File: config.mk
export PLATFORM = sky130hd
export DESIGN_NAME = ppcr_div
export DESIGN_NICKNAME = d
export VERILOG_FILES = /design/src/hdl/ppcr_div.sv
export SDC_FILE = /design/constraint.sdc
export NUM_CORES = 2
export LEC_CHECK = 0
export BUFFER_PORTS_ARGS = -buffer_cell sky130_fd_sc_hd__buf_2
export CORE_MARGIN = 4
export CORE_UTILIZATION = 49
export DETAILED_ROUTE_END_ITERATION = 8
export PLACE_DENSITY_LB_ADDON = 0.1
export SLEW_MARGIN = 20
export SYNTH_ARGS = -nofsm -noshare
export SYNTH_HDL_FRONTEND = slang
export SYNTH_SLANG_ARGS = --single-unit
File: constraint.sdc
create_clock -name clk -period 5.3 [get_ports clk]
set_input_delay 0.53 -clock clk [delete_from_list [all_inputs] [get_ports clk]]
set_output_delay 0.53 -clock clk [all_outputs]
set_load 0.005 [all_outputs]
File: src/hdl/ppcr_div.sv
`timescale 1ns / 1ps

// Pipelined restoring divider, one quotient bit per stage. The caller
// guarantees that the quotient fits in QW bits.
module ppcr_div #(
    parameter int NW = 49,
    parameter int DW = 33,
    parameter int QW = 17
) (
    input  logic          clk,
    input  logic          en,
    input  logic [NW-1:0] num,
    input  logic [DW-1:0] den,
    output logic [QW-1:0] quo
);

    logic [DW-1:0] rem_reg [QW];
    logic [QW-1:0] low_reg [QW];
    logic [QW-1:0] q_reg   [QW];
    logic [DW-1:0] den_reg [QW];

    genvar g;
    for (g = 0; g < QW; g++) begin : gen_stage
        logic [DW-1:0] rem_in;
        logic [QW-1:0] low_in;
        logic [QW-1:0] q_in;
        logic [DW-1:0] den_in;
        logic [DW:0]   rem_sh;
        logic          take;

        if (g == 0) begin : gen_first
            assign rem_in = DW'(num >> QW);
            assign low_in = num[QW-1:0];
            assign q_in   = '0;
            assign den_in = den;
        end else begin : gen_rest
            assign rem_in = rem_reg[g-1];
            assign low_in = low_reg[g-1];
            assign q_in   = q_reg[g-1];
            assign den_in = den_reg[g-1];
        end

        assign rem_sh = {rem_in, low_in[QW-1]};
        assign take   = (rem_sh >= {1'b0, den_in});

        always_ff @(posedge clk)
        begin
            if (en)
            begin
                rem_reg[g] <= take ? DW'(rem_sh - {1'b0, den_in}) : rem_sh[DW-1:0];
                q_reg[g]   <= {q_in[QW-2:0], take};
                low_reg[g] <= {low_in[QW-2:0], 1'b0};
                den_reg[g] <= den_in;
            end
        end
    end

    assign quo = q_reg[QW-1];

endmodule

Word level (Yosys, flattened, before mapping)
Memory sizes are Yosys's and may differ from the RTL's. Cells that the tools add are included.

$add $sub $neg: 17. Magnitude comparators: 17. Multiplexer cells: 19.

Operator list (count): 2-to-1 mux 33 bit (17); subtractor 33 bit (17); greater-or-equal comparator 34 x 33 -> 1 bit (16); greater-or-equal comparator 33 bit (1); 2-to-1 mux 1 bit (2).

Register bits after elaboration: 0. Memory bits (writable): 1683. Input port bits: 84. Output and inout bits: 17. Memories: 4.

Memories: den_reg (words 17, width 33, rd ports 16, clocked after memory_dff 0, wr ports 17, RTL line 20) `logic [DW-1:0] den_reg [QW];`; rem_reg (words 17, width 33, rd ports 16, clocked after memory_dff 0, wr ports 17, RTL line 17) `logic [DW-1:0] rem_reg [QW];`; q_reg (words 17, width 17, rd ports 17, clocked after memory_dff 0, wr ports 17, RTL line 19) `logic [QW-1:0] q_reg [QW];`; low_reg (words 17, width 16, rd ports 16, clocked after memory_dff 0, wr ports 17, RTL line 18) `logic [QW-1:0] low_reg [QW];`.

Logic depth before layout (Yosys ltp)
An unclocked memory read counts as a cell.

Depth after elaboration: 3. Depth in mapped cells: 17.

Worst setup path after synthesis
Ideal clock, no wire load.

Path type: register to register. Start: mem low_reg[0][175] in the netlist's numbering. End: mem rem_reg[11][6], in the netlist rem_reg[0][369] (data pin). Setup time: 0.260 ns. Arrival time: 3.577 ns. Data required time: 5.040 ns. Setup slack: 1.463 ns. Cell stages (with the launch flop): 16. Period minus slack after synthesis: 3.837 ns. Cells stage by stage: edfxtp_1 -> inv_1 -> ha_1 -> inv_1 -> fa_1 -> a21o_1 -> a311oi_2 -> o21ai_1 -> a31oi_2 -> o21ai_2 -> or3_1 -> a41o_1 -> a2111oi_4 -> o21ai_2 -> buf_6 -> mux2_4.

RTL lines (RTL line): from (decl) (18); to (decl) (17).

==> reports/results.ini <==
[outcome]
status=finished, final reports clean

[clocking]
clk_pin_slew_ns=0.05
root_buffer=clkbuf_16
clock_sinks=1345
cts-htree-levels=4
cts_buffers=153
clk_latency_ns=0.75
cts_buffer_depth=3
cts_tree=built

[grt]
grt_pass1_wl_um=252000
grt_usage_pct=19.7
grt_overflow=0
grt_antenna_before_repair=0
grt_pass1_vias=50855
grt_max_degree=134

[synthesis]
synth_seq_cells=1345
synthDistinctLibCells=88
ys_warn_count=0
synth_edf_count=1345
ys.flop_type=edfxtp_1
synth_nets=7288
syn_area_um2=74700
synth_mux_area_share_pct=2.62
synth_area_per_cell_um2=11.3
synth_compound_area_share_pct=14.8
yosys.area_share.simple_pct=8.85
synth_top_family_by_area=compound AO/OA/AOI/OAI gates
synth_fa_ha_area_share_pct=9.83
seq_area_frac_synth_pct=54.1
synth_cells=6627
async_reset_ff_share_pct=0
synth-xor-area-share_pct=5.37

[layout]
final_cell_mix=edfxtp_1 (1345), inv_1 (713), a21oi_1 (649)
multiInputGateArea_um2=31100
synthToLayoutAreaGrowth_pct=11.0
ff_latch_area_um2=40400
final_nets=7506
final_common_cell=edfxtp_1
nFillCells=13054
fin_cells=8986
drive_gt1_share_pct=8.45

[floorplanning]
std_cell_rows=143
io-pin-count=101
core_area_um2=152000
design.die.area_um2=159000
start_util_pct=49.2
die_h_um=398
die_x_um=398

[run]
drv_cap=0

[timing]
finClkSkew_ns=0.0252
relSlewSlack_pct=33.5
rsz0062_at_grt=no
tns_ns=0
slew_viol_final=0
period_minus_slack_ns=4.79
max_freq_ghz=0.209
setup_violations=0
period_share_pct=90.4
worstMarginPinSlew_ns=0.997
hold_violations=0

[min_path]
holdPathStages=2
hold_class=in -> reg

[routing]
ant_nets=0
first_pass_iters=7
vias=48928
post_drt_wl_per_cell_um=17.4
wirelength_um=156000
drc=0
drtIter0Drc=1918
vias_per_cell=5.44

[power]
leakagePower_nw=33.9
p_int_mw=30.8
switching_share_pct=36.5
ir_drop_mv=0.364
p_clk_share_pct=19.8
p_comb_share_pct=45.0
p_seq_share_pct=35.2
p_per_area_nw_per_um2=584
switching_power_mw=17.7

[place]
gp_congestion=0.933
dp_hpwl_um=119000
numPortBuffers=100
dp.cells=8671

[setup_path]
worstSetupStartpointType=flop
r2r.worst_path.cells=15
cp.arrival_ns=5.28
crit_required_ns=5.79
critPathSlowestCell=a21oi_4
cp-end-kind=flop
max_stage_delay_ns=0.54
path_cells=inv_1 -> ha_1 -> inv_1 -> fa_1 -> a21o_1 -> a221o_1 -> a2111oi_2 -> o21ai_0 -> a32oi_1 -> a311oi_1 -> nand3_1 -> nand2_1 -> a21oi_4 -> buf_4 -> o21ai_0
cp_max_fo=21
critPathKind=reg -> reg

-- worst max-delay path, delay by kind of cell (launching register included) --
family	cells	cell delay, ns
simple gates	2	0.37
compound gates	8	2.73
fa+ha+maj	2	0.55
buf+inv	3	0.46
flops	1	0.38
-- synthesized netlist by cell type, types with 15 or more instances --
| cell | number | area share [%] |
|---|---|---|
| a211o_1 | 22 | 0.26 |
| a211oi_1 | 53 | 0.53 |
| a21o_1 | 257 | 2.6 |
| a21oi_1 | 649 | 4.3 |
| a31oi_1 | 53 | 0.44 |
| and2_1 | 30 | 0.25 |
| and3_1 | 40 | 0.33 |
| buf_2 | 22 | 0.15 |
| clkbuf_1 | 122 | 0.61 |
| edfxtp_1 | 1345 | 54 |
| fa_1 | 16 | 0.43 |
| ha_1 | 561 | 9.4 |
| inv_1 | 713 | 3.6 |
| mux2_2 | 150 | 2.3 |
| nand2_1 | 411 | 2.1 |
| nand2b_1 | 61 | 0.51 |
| nand3_1 | 110 | 0.74 |
| nand4_1 | 89 | 0.75 |
| nor2_1 | 433 | 2.2 |
| nor2b_1 | 69 | 0.58 |
| nor3_1 | 69 | 0.46 |
| nor4_1 | 22 | 0.18 |
| o211ai_1 | 24 | 0.24 |
| o21a_1 | 51 | 0.51 |
| o21ai_0 | 396 | 2.7 |
| o21bai_1 | 84 | 0.84 |
| o31ai_1 | 32 | 0.32 |
| or2_2 | 18 | 0.15 |
| or3_1 | 15 | 0.13 |
| xnor2_1 | 282 | 3.3 |
| xor2_1 | 176 | 2.1 |
-- final timing paths --
path,startpoint,endpoint,slack [ns]
worst max-delay path,low_reg[0][207],rem_reg[0][435],0.51
worst min-delay path,num[23],rem_reg[0][7],0.11
worst max register to register,low_reg[0][207],rem_reg[0][435],0.51
worst min register to register,q_reg[8][1],q_reg[9][2],0.41
-- area by class of cell --
type	count	share of cell area, %
repair buffers	218	2.06
inverters	713	3.23
diodes	1	0.00302
well taps	2030	3.06
flip-flops and latches	1345	48.7
clock buffers	192	4.87
multi-input cells	4414	37.5
clock inverters	73	0.593
-- power groups by stage --
stage,logic [mW],registers (mW),clock network (mW)
after floorplan,16.9,16.7,0
after global placement,21.3,17.3,0
after detailed placement,21.6,17.2,0
after CTS,21.8,17.0,9.94
after global routing,24.4,17.3,10.4
final,21.8,17.0,9.61
-- per-layer routing --
metal | share of wire, % | global-route usage [%] | vias up
met4 | 6.8 | 12.6 | 0
li1 | - | - | 24676
met1 | 36 | 18.8 | 22896
met3 | 2.7 | 2.61 | 459
met5 | 0 | 0 | -
met2 | 55 | 39.1 | 897
-- per-stage QoR --
step	utilization (%)	area (um^2)	total power [mW]	setup slack (ns)	hold slack, ns
2_1_floorplan	-	74700	33.5	1.46	0.400
3_3_place_gp	51.3	77900	38.6	0.484	0.400
3_5_place_dp	51.4	77900	38.8	0.470	0.405
4_1_cts	54.7	82900	48.8	0.456	0.0158
5_1_grt	54.7	82900	52.0	0.239	0.0479
6_report	54.7	82900	48.4	0.511	0.105
-- kinds of logic after synthesis --
kind of cell / after synthesis
AOI/OAI and AO/OA: 1794
xor gates and xnor gates: 458
adders and majority gates: 577
buffers and inverters: 868
DFF: 1345
muxes: 171
and+or+nand+nor: 1414
-- repair_timing --
action / in CTS / in global routing
endpoints found under the hold margin: 49 / 0
hold buffers: 49 / 0
buffers inserted: 0 / 0
resized for setup: 0 / 0
Power figures use the tool's default switching activity.
